===== src/rtl/acsa_pkg.sv =====
// Shared types and constants of the ADC sequence channel averager.
package acsa_pkg;

  // Field and storage widths
  localparam int SAMPLE_BITS = 12;
  localparam int SUM_W       = 16;
  localparam int CNT_W       = 5;
  localparam int SQ_W        = 2 * SAMPLE_BITS;
  localparam int SQS_W       = 28;
  localparam int MEAN_W      = 12;
  localparam int SQM_W       = 24;
  localparam int CH_W        = 3;
  localparam int LEN_W       = 5;
  localparam int SEQ_W       = 48;
  localparam int CFG_W       = 48;
  localparam int DIV_W       = 28;
  localparam int STEP_W      = 5;

  // Register reset values
  localparam logic [LEN_W-1:0] LEN_RESET = 5'd16;
  localparam logic [SEQ_W-1:0] SEQ_RESET = 48'hB1C50CB1C50C;

  // Register indexes
  typedef enum logic {
    REG_SEQ_LEN  = 1'b0,
    REG_CHAN_SEQ = 1'b1
  } acsa_reg_e;

  // Channel numbers
  localparam logic [CH_W-1:0] CH_PHASE_A = 3'd1;
  localparam logic [CH_W-1:0] CH_PHASE_B = 3'd2;
  localparam logic [CH_W-1:0] CH_PHASE_C = 3'd3;
  localparam logic [CH_W-1:0] CH_BATTERY = 3'd4;
  localparam logic [CH_W-1:0] CH_MOTOR   = 3'd5;

  // Division jobs run at the end of a window, in order
  typedef enum logic [2:0] {
    JOB_A,
    JOB_B,
    JOB_C,
    JOB_BAT,
    JOB_BAT_SQ,
    JOB_MOTOR
  } acsa_job_e;

  // Control states
  typedef enum logic [2:0] {
    S_IDLE,
    S_SQR,
    S_WAIT_OUT,
    S_DIV_START,
    S_DIV_WAIT
  } acsa_state_e;

  // Squarer request and response
  typedef struct packed {
    logic                   start;
    logic [SAMPLE_BITS-1:0] a;
  } sqr_req_t;

  typedef struct packed {
    logic            done;
    logic [SQ_W-1:0] prod;
  } sqr_rsp_t;

  // Divider request and response
  typedef struct packed {
    logic              start;
    logic [DIV_W-1:0]  num;
    logic [CNT_W-1:0]  den;
    logic [STEP_W-1:0] steps;
  } div_req_t;

  typedef struct packed {
    logic             done;
    logic [DIV_W-1:0] quot;
  } div_rsp_t;

endpackage


===== src/rtl/acsa_sqr.sv =====
// Bit-serial squarer: one multiplier bit per cycle, shift-and-add.
module acsa_sqr import acsa_pkg::*; (
  input  logic     clk_i,
  input  logic     rst_ni,
  input  sqr_req_t req_i,
  output sqr_rsp_t rsp_o
);

  localparam int W  = SAMPLE_BITS;
  localparam int CW = $clog2(W + 1);

  logic [W-1:0]   a_q, a_d;
  logic [2*W-1:0] prod_q, prod_d;
  logic [CW-1:0]  cnt_q, cnt_d;
  logic           done_q, done_d;
  logic [W:0]     part_sum;

  // Add the multiplicand to the upper half when the current multiplier bit is set
  assign part_sum = {1'b0, prod_q[2*W-1:W]} + ({1'b0, a_q} & {(W+1){prod_q[0]}});

  // Load, then shift one bit per cycle
  always_comb begin
    a_d    = a_q;
    prod_d = prod_q;
    cnt_d  = cnt_q;
    done_d = 1'b0;
    if (req_i.start) begin
      a_d    = req_i.a;
      prod_d = {{W{1'b0}}, req_i.a};
      cnt_d  = CW'(W);
    end else if (cnt_q != '0) begin
      prod_d = {part_sum, prod_q[W-1:1]};
      cnt_d  = cnt_q - CW'(1);
      done_d = (cnt_q == CW'(1));
    end
  end

  // Hold the step count and done flag
  always_ff @(posedge clk_i or negedge rst_ni) begin
    if (!rst_ni) begin
      cnt_q  <= '0;
      done_q <= 1'b0;
    end else begin
      cnt_q  <= cnt_d;
      done_q <= done_d;
    end
  end

  // Hold the operand and the partial product
  always_ff @(posedge clk_i) begin
    a_q    <= a_d;
    prod_q <= prod_d;
  end

  assign rsp_o.done = done_q;
  assign rsp_o.prod = prod_q;

endmodule


===== src/rtl/acsa_div.sv =====
// Bit-serial restoring divider: one quotient bit per cycle.
module acsa_div import acsa_pkg::*; (
  input  logic     clk_i,
  input  logic     rst_ni,
  input  div_req_t req_i,
  output div_rsp_t rsp_o
);

  logic [DIV_W-1:0]  quo_q, quo_d;
  logic [CNT_W-1:0]  rem_q, rem_d;
  logic [CNT_W-1:0]  den_q, den_d;
  logic [STEP_W-1:0] cnt_q, cnt_d;
  logic              done_q, done_d;
  logic [CNT_W:0]    trial;
  logic [CNT_W:0]    diff;
  logic              fits;

  // Bring down the next numerator bit and try the subtraction
  assign trial = {rem_q, quo_q[DIV_W-1]};
  assign diff  = trial - {1'b0, den_q};
  assign fits  = (trial >= {1'b0, den_q});

  // Load, then produce one quotient bit per cycle
  always_comb begin
    quo_d  = quo_q;
    rem_d  = rem_q;
    den_d  = den_q;
    cnt_d  = cnt_q;
    done_d = 1'b0;
    if (req_i.start) begin
      quo_d = req_i.num;
      rem_d = '0;
      den_d = req_i.den;
      cnt_d = req_i.steps;
    end else if (cnt_q != '0) begin
      quo_d  = {quo_q[DIV_W-2:0], fits};
      rem_d  = fits ? diff[CNT_W-1:0] : trial[CNT_W-1:0];
      cnt_d  = cnt_q - STEP_W'(1);
      done_d = (cnt_q == STEP_W'(1));
    end
  end

  // Hold the step count and done flag
  always_ff @(posedge clk_i or negedge rst_ni) begin
    if (!rst_ni) begin
      cnt_q  <= '0;
      done_q <= 1'b0;
    end else begin
      cnt_q  <= cnt_d;
      done_q <= done_d;
    end
  end

  // Hold the working registers
  always_ff @(posedge clk_i) begin
    quo_q <= quo_d;
    rem_q <= rem_d;
    den_q <= den_d;
  end

  assign rsp_o.done = done_q;
  assign rsp_o.quot = quo_q;

endmodule


===== src/rtl/adc_sequence_channel_averager_top.sv =====
// ADC sequence channel averager: accumulates samples per channel and emits window means.
// Each item is squared bit-serially, then accumulated.
// The last item of a window adds six serial divisions, five of 16 steps and one of 28 steps,
// each started from a handoff state, before the result is shown.
// One item is worked at a time; a finished result waits in the output register while
// further items are taken. Reset restores the register defaults and clears all sums.
module adc_sequence_channel_averager_top import acsa_pkg::*; #(
  parameter int MAX_SAMPLES = 16,
  parameter int CHANNELS    = 8
) (
  input  logic                   clk_i,
  input  logic                   rst_ni,
  input  logic                   cfg_we_i,
  input  logic                   cfg_idx_i,
  input  logic [CFG_W-1:0]       cfg_data_i,
  input  logic                   in_valid_i,
  output logic                   in_stall_o,
  input  logic [SAMPLE_BITS-1:0] sample_i,
  output logic                   out_valid_o,
  input  logic                   out_stall_i,
  output logic [MEAN_W-1:0]      phase_a_o,
  output logic [MEAN_W-1:0]      phase_b_o,
  output logic [MEAN_W-1:0]      phase_c_o,
  output logic [MEAN_W-1:0]      battery_current_o,
  output logic [SQM_W-1:0]       battery_current_sq_mean_o,
  output logic [MEAN_W-1:0]      motor_voltage_o
);

  localparam int POS_W = $clog2(MAX_SAMPLES);
  localparam int SEQ_N = 2 ** POS_W;

  acsa_state_e state_q, state_d;
  acsa_job_e   job_q, job_d;

  logic [LEN_W-1:0]       len_q;
  logic [SEQ_W-1:0]       seq_q;
  logic [POS_W-1:0]       pos_q;
  logic [SUM_W-1:0]       sums_q [CHANNELS];
  logic [CNT_W-1:0]       cnts_q [CHANNELS];
  logic [SQS_W-1:0]       sqs_q;
  logic [SAMPLE_BITS-1:0] samp_q;
  logic [CH_W-1:0]        chan_q;
  logic                   chan_ok_q;
  logic                   last_q;
  logic                   out_valid_q;

  logic [CH_W-1:0]        seq_arr [SEQ_N];
  logic [CH_W-1:0]        chan_cur;
  logic                   chan_ok_cur;
  logic [LEN_W-1:0]       len_eff;
  logic                   last_cur;
  logic                   in_acc;
  logic [CH_W-1:0]        job_ch;
  logic [CH_W-1:0]        rd_idx;
  logic [SUM_W-1:0]       rd_sum;
  logic [CNT_W-1:0]       rd_cnt;
  logic                   acc_en;
  logic                   job_done;
  logic                   win_clr;

  sqr_req_t sqr_req;
  sqr_rsp_t sqr_rsp;
  div_req_t div_req;
  div_rsp_t div_rsp;

  // Configuration registers
  always_ff @(posedge clk_i or negedge rst_ni) begin
    if (!rst_ni) begin
      len_q <= LEN_RESET;
      seq_q <= SEQ_RESET;
    end else if (cfg_we_i) begin
      case (cfg_idx_i)
        REG_SEQ_LEN:  len_q <= cfg_data_i[LEN_W-1:0];
        REG_CHAN_SEQ: seq_q <= cfg_data_i[SEQ_W-1:0];
        default: ;
      endcase
    end
  end

  // Look up the channel of the current position
  always_comb begin
    for (int k = 0; k < SEQ_N; k++) begin
      seq_arr[k] = seq_q[CH_W*k +: CH_W];
    end
  end
  assign chan_cur    = seq_arr[pos_q];
  assign chan_ok_cur = ({1'b0, chan_cur} < (CH_W+1)'(CHANNELS));

  // Clamp the window length and flag the last sample
  always_comb begin
    if (len_q == '0) begin
      len_eff = LEN_W'(1);
    end else if (len_q > LEN_W'(MAX_SAMPLES)) begin
      len_eff = LEN_W'(MAX_SAMPLES);
    end else begin
      len_eff = len_q;
    end
  end
  assign last_cur = ((LEN_W'(pos_q) + LEN_W'(1)) >= len_eff);

  assign in_acc = in_valid_i && !in_stall_o;

  // Capture the accepted item
  always_ff @(posedge clk_i) begin
    if (in_acc) begin
      samp_q    <= sample_i;
      chan_q    <= chan_cur;
      chan_ok_q <= chan_ok_cur;
      last_q    <= last_cur;
    end
  end

  // Map each division job to its channel
  always_comb begin
    case (job_q)
      JOB_A:      job_ch = CH_PHASE_A;
      JOB_B:      job_ch = CH_PHASE_B;
      JOB_C:      job_ch = CH_PHASE_C;
      JOB_BAT:    job_ch = CH_BATTERY;
      JOB_BAT_SQ: job_ch = CH_BATTERY;
      JOB_MOTOR:  job_ch = CH_MOTOR;
      default:    job_ch = CH_PHASE_A;
    endcase
  end

  // Share one read port between accumulate and division
  assign rd_idx = (state_q == S_SQR) ? chan_q : job_ch;
  assign rd_sum = sums_q[rd_idx];
  assign rd_cnt = cnts_q[rd_idx];

  // Accumulate sums, counts and the square sum; clear them at window end
  always_ff @(posedge clk_i or negedge rst_ni) begin
    if (!rst_ni) begin
      for (int k = 0; k < CHANNELS; k++) begin
        sums_q[k] <= '0;
        cnts_q[k] <= '0;
      end
      sqs_q <= '0;
    end else if (win_clr) begin
      for (int k = 0; k < CHANNELS; k++) begin
        sums_q[k] <= '0;
        cnts_q[k] <= '0;
      end
      sqs_q <= '0;
    end else if (acc_en) begin
      sums_q[chan_q] <= rd_sum + SUM_W'(samp_q);
      cnts_q[chan_q] <= rd_cnt + CNT_W'(1);
      if (chan_q == CH_BATTERY) begin
        sqs_q <= sqs_q + SQS_W'(sqr_rsp.prod);
      end
    end
  end

  // Advance the position, clear it at window end
  always_ff @(posedge clk_i or negedge rst_ni) begin
    if (!rst_ni) begin
      pos_q <= '0;
    end else if (win_clr) begin
      pos_q <= '0;
    end else if (state_q == S_SQR && sqr_rsp.done && !last_q) begin
      pos_q <= pos_q + POS_W'(1);
    end
  end

  // Next state and next job
  always_comb begin
    state_d = state_q;
    job_d   = job_q;
    case (state_q)
      S_IDLE: begin
        if (in_valid_i) state_d = S_SQR;
      end
      S_SQR: begin
        if (sqr_rsp.done) state_d = last_q ? S_WAIT_OUT : S_IDLE;
      end
      S_WAIT_OUT: begin
        if (!out_valid_q) state_d = S_DIV_START;
      end
      S_DIV_START: begin
        state_d = S_DIV_WAIT;
      end
      S_DIV_WAIT: begin
        if (div_rsp.done) begin
          case (job_q)
            JOB_A:      job_d = JOB_B;
            JOB_B:      job_d = JOB_C;
            JOB_C:      job_d = JOB_BAT;
            JOB_BAT:    job_d = JOB_BAT_SQ;
            JOB_BAT_SQ: job_d = JOB_MOTOR;
            default:    job_d = JOB_A;
          endcase
          state_d = (job_q == JOB_MOTOR) ? S_IDLE : S_DIV_START;
        end
      end
      default: state_d = S_IDLE;
    endcase
  end

  // Control outputs of the sequencer
  always_comb begin
    in_stall_o      = (state_q != S_IDLE);
    sqr_req.start   = 1'b0;
    sqr_req.a       = sample_i;
    div_req.start   = 1'b0;
    div_req.den     = rd_cnt;
    div_req.num     = {rd_sum, {(DIV_W-SUM_W){1'b0}}};
    div_req.steps   = STEP_W'(SUM_W);
    acc_en          = 1'b0;
    job_done        = 1'b0;
    win_clr         = 1'b0;
    if (job_q == JOB_BAT_SQ) begin
      div_req.num   = DIV_W'(sqs_q);
      div_req.steps = STEP_W'(DIV_W);
    end
    case (state_q)
      S_IDLE:      sqr_req.start = in_valid_i;
      S_SQR:       acc_en        = sqr_rsp.done && chan_ok_q;
      S_DIV_START: div_req.start = 1'b1;
      S_DIV_WAIT: begin
        job_done = div_rsp.done;
        win_clr  = div_rsp.done && (job_q == JOB_MOTOR);
      end
      default: ;
    endcase
  end

  // State and job registers
  always_ff @(posedge clk_i or negedge rst_ni) begin
    if (!rst_ni) begin
      state_q <= S_IDLE;
      job_q   <= JOB_A;
    end else begin
      state_q <= state_d;
      job_q   <= job_d;
    end
  end

  acsa_sqr u_sqr (
    .clk_i  (clk_i),
    .rst_ni (rst_ni),
    .req_i  (sqr_req),
    .rsp_o  (sqr_rsp)
  );

  acsa_div u_div (
    .clk_i  (clk_i),
    .rst_ni (rst_ni),
    .req_i  (div_req),
    .rsp_o  (div_rsp)
  );

  // Drop each quotient into its output register; an empty channel gives zero
  always_ff @(posedge clk_i) begin
    if (job_done) begin
      case (job_q)
        JOB_A:      phase_a_o <= (rd_cnt == '0) ? '0 : div_rsp.quot[MEAN_W-1:0];
        JOB_B:      phase_b_o <= (rd_cnt == '0) ? '0 : div_rsp.quot[MEAN_W-1:0];
        JOB_C:      phase_c_o <= (rd_cnt == '0) ? '0 : div_rsp.quot[MEAN_W-1:0];
        JOB_BAT:    battery_current_o <= (rd_cnt == '0) ? '0 : div_rsp.quot[MEAN_W-1:0];
        JOB_BAT_SQ: battery_current_sq_mean_o <=
                      (rd_cnt == '0) ? '0 : div_rsp.quot[SQM_W-1:0];
        JOB_MOTOR:  motor_voltage_o <= (rd_cnt == '0) ? '0 : div_rsp.quot[MEAN_W-1:0];
        default: ;
      endcase
    end
  end

  // Raise valid at window end, drop it when the item is taken
  always_ff @(posedge clk_i or negedge rst_ni) begin
    if (!rst_ni) begin
      out_valid_q <= 1'b0;
    end else if (win_clr) begin
      out_valid_q <= 1'b1;
    end else if (out_valid_q && !out_stall_i) begin
      out_valid_q <= 1'b0;
    end
  end

  assign out_valid_o = out_valid_q;

  // The window is cleared when its result appears
  a_pos_clear: assert property (@(posedge clk_i) disable iff (!rst_ni)
    $rose(out_valid_q) |-> (pos_q == '0))
    else $error("position not cleared at window end");

  // The serial units never finish in the same cycle
  a_done_excl: assert property (@(posedge clk_i) disable iff (!rst_ni)
    !(sqr_rsp.done && div_rsp.done))
    else $error("squarer and divider finished together");

  // A division finishes only while the sequencer waits for it
  a_div_wait: assert property (@(posedge clk_i) disable iff (!rst_ni)
    div_rsp.done |-> (state_q == S_DIV_WAIT))
    else $error("divider result arrived outside its wait state");

  // Output registers are never overwritten while a result is held
  a_out_free: assert property (@(posedge clk_i) disable iff (!rst_ni)
    (state_q == S_DIV_START) |-> !out_valid_q)
    else $error("division started while a result is still held");

endmodule


===== config.mk =====
export PLATFORM = sky130hd
export DESIGN_NAME = adc_sequence_channel_averager_top
export DESIGN_NICKNAME = d
export VERILOG_FILES = /design/src/rtl/acsa_pkg.sv /design/src/rtl/acsa_sqr.sv /design/src/rtl/acsa_div.sv /design/src/rtl/adc_sequence_channel_averager_top.sv
export SDC_FILE = /design/constraint.sdc
export NUM_CORES = 1
export LEC_CHECK = 0
export ABC_AREA = 1
export BUFFER_PORTS_ARGS = -buffer_cell sky130_fd_sc_hd__buf_2
export CAP_MARGIN = 15
export CORE_MARGIN = 5
export CORE_UTILIZATION = 55
export CTS_BUF_LIST = sky130_fd_sc_hd__clkbuf_4 sky130_fd_sc_hd__clkbuf_8 sky130_fd_sc_hd__clkbuf_16
export DETAILED_ROUTE_END_ITERATION = 8
export PLACE_DENSITY = 0.77
export SYNTH_ARGS = -nofsm -noshare
export SYNTH_HDL_FRONTEND = slang
export SYNTH_SLANG_ARGS = --single-unit

===== constraint.sdc =====
create_clock -name clk_i -period 3.5 [get_ports clk_i]
set_clock_uncertainty 0.05 [all_clocks]
set_input_delay 0.35 -clock clk_i [delete_from_list [all_inputs] [get_ports clk_i]]
set_output_delay 0.35 -clock clk_i [all_outputs]
set_load 0.005 [all_outputs]

=== After elaboration in Yosys (flattened, before gate mapping) ===
Index checks and enable logic that the tools add are counted.

* Register bits after elaboration: 445
* Input bits: 66
* Output and inout bits: 86

* Magnitude comparators: 7
* $add $sub $neg: 9
* Bitwise operators: 5
* Reduce and logical (&&, ||, !) cells: 34
* Equality and inequality tests: 16
* Muxes and demuxes: 59

{| class="wikitable"
|+ Operators by type and width
! cell !! number
|-
| 128-bit two-way mux || 2
|-
| 28-bit two-way mux || 6
|-
| 128-bit bitwise mux || 1
|-
| 40-bit two-way mux || 2
|-
| 16-bit binary-select mux with 3-bit select || 1
|-
| 16-bit demux with 3-bit select || 1
|-
| 16-bit two-way mux || 3
|-
| 40-bit bitwise mux || 1
|-
| 5-bit two-way mux || 8
|-
| 12-bit two-way mux || 3
|-
| 3-bit case mux with 5 select lines || 2
|-
| 28-bit by 24-bit adder with 28-bit output || 1
|-
| 3-bit two-way mux || 7
|-
| 4-bit two-way mux || 5
|-
| 2-bit AND reduction || 10
|-
| 16-bit by 12-bit adder with 16-bit output || 1
|-
| 5-bit binary-select mux with 3-bit select || 1
|-
| 5-bit demux with 3-bit select || 1
|-
| 12-bit by 13-bit adder with 13-bit output || 1
|-
| 12-bit by 13-bit AND with 13-bit output || 1
|-
| 3-bit binary-select mux with 4-bit select || 1
|-
| 3-bit by 2-bit == test with 1-bit output, second input constant || 4
|-
| 3-bit == test, second input constant || 4
|-
| 3-bit case mux with 4 select lines || 1
|-
| other kinds (32) || 62
|}

=== Longest topological paths before layout ===
* Word-level depth: 12
* Gate-level depth with buffers: 26

=== Cells and area by module ===
Synthesis repeated with hierarchy kept, for this count alone.

* Cells, all modules: 2513
* Area total of the unflattened synthesis: 22298.9 um2

{| class="wikitable"
|+ Modules (own cells, without submodules)
! module !! cells each !! sequential area each (um2) !! instances !! area an instance (um2)
|-
| adc_sequence_channel_averager_top || 1982 || 9535.4 || 1 || 17772.0
|-
| acsa_sqr || 300 || 1086.0 || 1 || 2374.8
|-
| acsa_div || 231 || 1241.2 || 1 || 2152.1
|}

=== Least setup slack after synthesis ===
OpenSTA, ideal clock, no wires.

* Path kind: flip-flop to flip-flop
* Start point: register state_q[1]
* End point: register sums_q[91] (netlist name)
* Setup slack: 0.152 ns
* Setup time: 0.122 ns
* Arrival: 3.176 ns
* Buffers on the path: 4
* Period minus slack after synthesis: 3.348 ns
* Stages on the path, launching flop included: 21
* Path through: dfrtp_1 -> inv_1 -> nand3_4 -> inv_2 -> nand2_2 -> nand2_4 -> buf_6 -> buf_2 -> buf_4 -> a21oi_1 -> o21ai_0 -> o21ai_0 -> o21ai_0 -> ha_1 -> nand3_1 -> nand2_1 -> nand3_1 -> nand3_1 -> or2_2 -> buf_1 -> a32o_1

* Cells in the longest elaborated chain, start to end: 10

{| class="wikitable"
|+ RTL lines
! what !! line !! text
|-
| from (decl) || adc_sequence_channel_averager_top.sv:32 || <nowiki>acsa_state_e state_q, state_d;</nowiki>
|-
| from (signal assigned) || adc_sequence_channel_averager_top.sv:233 || <nowiki>state_q <= state_d;</nowiki>
|-
| 3-bit by 1-bit == test with 1-bit output || adc_sequence_channel_averager_top.sv:127, adc_sequence_channel_averager_top.sv:215 ||
|-
| 3-bit two-way mux || adc_sequence_channel_averager_top.sv:127 || <nowiki>assign rd_idx = (state_q == S_SQR) ? chan_q : job_ch;</nowiki>
|-
| 3-bit inverter with 4-bit output (implied by the code) || adc_sequence_channel_averager_top.sv:128 || <nowiki>assign rd_sum = sums_q[rd_idx];</nowiki>
|-
| 16-bit binary-select mux with 3-bit select || adc_sequence_channel_averager_top.sv:128 ||
|-
| 16-bit two-way mux (implied by the code) (2 in series) || adc_sequence_channel_averager_top.sv:128 ||
|-
| 16-bit by 12-bit adder with 16-bit output || adc_sequence_channel_averager_top.sv:146 || <nowiki>sums_q[chan_q] <= rd_sum + SUM_W'(samp_q);</nowiki>
|-
| 128-bit bitwise mux || adc_sequence_channel_averager_top.sv:146 ||
|-
| 128-bit two-way mux || adc_sequence_channel_averager_top.sv:145 || <nowiki>end else if (acc_en) begin</nowiki>
|-
| 128-bit two-way mux || adc_sequence_channel_averager_top.sv:139 || <nowiki>end else if (win_clr) begin</nowiki>
|-
| to (signal, indexed assignment) || adc_sequence_channel_averager_top.sv:146 ||
|-
| to (decl) || adc_sequence_channel_averager_top.sv:38 || <nowiki>logic [SUM_W-1:0] sums_q [CHANNELS];</nowiki>
|}

Parallel ways exist; a longest one is shown, timed or not. The select of a mux whose other input is x is not followed.
A chain may end at the register's enable or synchronous reset.

=== Worst setup path in the final report ===
* Start point: register job_q[1]
* End point: register sums_q[63] (netlist name)

* Cells in the longest elaborated chain, start to end: 12

{| class="wikitable"
|+ RTL lines
! what !! line !! text
|-
| from (decl) || adc_sequence_channel_averager_top.sv:33 || <nowiki>acsa_job_e job_q, job_d;</nowiki>
|-
| from (signal assigned) || adc_sequence_channel_averager_top.sv:234 || <nowiki>job_q <= job_d;</nowiki>
|-
| 3-bit == test / 3-bit by 2-bit == test with 1-bit output (equally long branches) || adc_sequence_channel_averager_top.sv:115 || <nowiki>case (job_q)</nowiki>
|-
| 2-bit OR reduction (no source line) || n/a ||
|-
| 3-bit case mux with 4 select lines || adc_sequence_channel_averager_top.sv:115 ||
|-
| 3-bit two-way mux || adc_sequence_channel_averager_top.sv:127 ||
|-
| 3-bit inverter with 4-bit output (implied by the code) || adc_sequence_channel_averager_top.sv:128 ||
|-
| 16-bit binary-select mux with 3-bit select || adc_sequence_channel_averager_top.sv:128 ||
|-
| 16-bit two-way mux (implied by the code) (2 in series) || adc_sequence_channel_averager_top.sv:128 ||
|-
| 16-bit by 12-bit adder with 16-bit output || adc_sequence_channel_averager_top.sv:146 ||
|-
| 128-bit bitwise mux || adc_sequence_channel_averager_top.sv:146 ||
|-
| 128-bit two-way mux || adc_sequence_channel_averager_top.sv:145 ||
|-
| 128-bit two-way mux || adc_sequence_channel_averager_top.sv:139 ||
|}

Parallel ways exist; a longest one is shown, timed or not. The select of a mux whose other input is x is not followed.

==> results.cfg <==
[timing]
finalSetupViolCount = 0
hold_violations = 0
drv_slew = 0
slew_headroom = 0.207
tightest_slew_ns = 1.19
rsz0062_at_grt = true
fin_crit_sh = 0.989
fin_crit_ns = 3.46
fin_setup_tns_ns = 0
maxClockFrequency_ghz = 0.289

[floorplan]
die_w_um = 206
core_mm2 = 0.0378
rows = 71
fp.dieH_um = 206
initial_core_util = 0.559
num_io_pins = 152
die-area_mm2 = 0.0425

[synthesis]
yosys_warnings = 0
synth_top_area_frac = 0.296
syn_nets = 2462
netlist_instances = 2323
synth-seq-cells = 433
synth.area.top_cells = dfrtp_1 30%, edfxtp_1 21%, nand2_1 8.7%
ys_async_sr_fraction = 0.626
yosysUniqueCellTypes = 57
ys_seq_area_frac = 0.543
avgSynthCellArea_um2 = 9.11
synth.cell_area_mm2 = 0.0212
synth_edf_count = 145
synth-main-ff-cell = dfrtp_1
yosysTopAreaCell = dfrtp_1

[clock_network]
path_clk_slew_ns = 0.06
cts-root-buf = clkbuf_16
clock_sinks = 433
clk_latency_ns = 0.58
cts_buffer_depth = 3
cts_tree = yes
cts_max_level = 2
numCtsBuffers = 45

[placed_design]
place_area_mm2 = 0.0235
io_buffers = 151
dpl.hpwl_um = 41500
globalplace.congestion = 0.925

[route]
vias = 18700
route.detailed.drc = 0
drt-initial-drc-count = 1759
drtAntennaViolNets = 0
first_pass_iters = 6
viasPerCell = 5.80
wire_per_inst_um = 19.6
drt_wl_total_um = 63100

[cells_and_area]
drive_gt1_frac = 0.205
final_common_cell = nand2_1
n_fill_cell = 2783
fin_nets = 2811
final_cell_mix = 477 x nand2_1, 282 x inv_1, 247 x dfrtp_1
area_growth_pct = 23.7
design_area_mm2 = 0.0262

[power_and_ir_drop]
switching_share = 0.234
power.share.clock = 0.444
combPwrFrac = 0.076
vdd_drop_max_mv = 0.462
p_switching_w = 0.00270
p_int_w = 0.00880
seqPwrFrac = 0.480
p_total_w = 0.0115
powerDensity_mw_per_mm2 = 439
power_leakage_nw = 11.7

[global_routing]
grtUsageTotal = 0.297
grt_pass1_wl_um = 99300
overflow = 0
use_met1 = 0.391
antenna_found_initial = 1
grt.busiest_layer = met2
met3_usage = 0.0482
grt_pass1_vias = 18400
grt_max_degree = 97
grtUsageMet2 = 0.492

[setup_path]
worstPathArrival_ns = 3.87
critPathLaunchType = register
timing.rr.start = job_q[1]
cp_max_fo = 9
criticalPathCategory = register to register
startpoint = job_q[1]
crit_path_end_kind = register
required_ns = 3.91

[flow_run]
drv_cap = 0

[worst_hold_path]
hold_start = cfg_data_i[41]
worstHoldPathType = input pin to register

[status]
status = completed
## worst max-delay path: stages, from the launching register on
cell,delay (ns)
dfrtp_2,0.46
nand2_2,0.10
inv_1,0.05
nor2_2,0.15
nand3_4,0.13
nand2_8,0.13
clkinvlp_4,0.17
buf_6,0.19
nand2_1,0.07
nand3_1,0.08
nand3_1,0.12
nand2_2,0.11
ha_4,0.26
nand2_2,0.08
inv_1,0.04
nand2_1,0.05
o21ai_0,0.07
nor2_1,0.15
nand3_2,0.13
a21oi_4,0.26
nor2_4,0.10
nand2_2,0.13
nand2_4,0.10
nand3_2,0.10
nand2_1,0.06
## power by group through the flow
stage	combinational [W]	sequential (W)	clock [W]
floorplan	0.000556	0.00554	0
global placement	0.000760	0.00559	0
detailed placement	0.000784	0.00559	0
CTS	0.000850	0.00550	0.00514
global route	0.000986	0.00552	0.00538
finish	0.000874	0.00552	0.00511
## logic make-up after synthesis
group | Yosys count | share of synthesized area
AND/OR/NAND/NOR | 865 | 0.171
AO/OA/AOI/OAI | 509 | 0.138
flip-flops | 433 | 0.543
buffers and inverters | 377 | 0.0704
adder cells (fa/ha/maj) | 73 | 0.0446
multiplexers | 45 | 0.0232
XOR/XNOR | 21 | 0.00869
## Yosys cell counts, drive strengths merged (2+ instances only)
cell type and instances:
a31oi 3, buf 39, a21oi 121, nor2 160, mux2i 12, dfrtp 250
nand2 496, o21ai 212, dfstp 21, nand4 6, or2 5, nor3 12
a21o 4, xnor2 8, o211ai 35, dfxtp 17, a32o 14, o31ai 2
clkinv 9, nor4 3, nand3b 3, clkbuf 43, o21bai 5, inv 286
nand3 179, a22oi 8, edfxtp 145, o22ai 93, o221ai 3, o2bb2ai 2
ha 69, mux2 33, xor2 13, fa 4
## timing repair
item / 4_1_cts / 5_1_grt
endpoints found under the setup margin: 49 / 90
pin swaps: 3 / 26
hold buffers: 61 / 0
hold endpoints to repair: 148 / 0
buffers inserted: 1 / 10
cloned: 1 / 0
gates resized for setup: 23 / 83
## sequential cells by signal (all words and copies together) (netlist names), 5 cells and up
signal and count:
samp_q 12, battery_current_sq_mean_o 24, seq_q 48, u_div.cnt_q 5
phase_c_o 12, sums_q 128, u_div.quo_q 28, battery_current_o 12
sqs_q 28, u_div.rem_q 5, u_sqr.prod_q 24, motor_voltage_o 12
u_div.den_q 5, len_q 5, phase_a_o 12, cnts_q 40
phase_b_o 12
## cell type report
| cell class | count | area [um2] | area share |
|---|---|---|---|
| Inverter | 295 | 1110 | 0.0424 |
| Clock buffer | 65 | 1390 | 0.0531 |
| Timing Repair Buffer | 383 | 2800 | 0.107 |
| Clock inverter | 19 | 214 | 0.00817 |
| Sequential cell | 433 | 11500 | 0.439 |
| Multi-Input combinational cell | 1514 | 8520 | 0.325 |
| Tap cell | 511 | 639 | 0.0244 |
| Antenna cell | 1 | 2.50 | 0.0000956 |
## stage by stage
step	utilization	hold WS (ns)	instances	setup slack, ns
after CTS	0.682	0.00117	3210	0.00800
after detailed placement	0.621	0.380	3063	-0.227
after global routing	0.692	0.0373	3220	-0.138
after floorplan	-	0.00441	2323	0.152
after global placement	0.621	0.394	3063	-0.113
final	0.692	0.0536	3221	0.0392
## worst paths after layout
path                               end  slack [ns]  cells past startpoint
max                         sums_q[63]        0.04                     24
min                          seq_q[41]        0.05                      3
max reg2reg                 sums_q[63]        0.04                     24
min reg2reg                 sums_q[47]        0.43                      2
max in group asynchronous    seq_q[20]        2.03                      3
min in group asynchronous  sums_q[113]        0.34                      2
## per-layer routing
metal | routed length [um] | vias to the layer above
li1 | - | 8567
met1 | 25300 | 8969
met2 | 30000 | 952
met3 | 5200 | 189
met4 | 2530 | 0
met5 | 0 | -
Power figures use the tool's default switching activity.
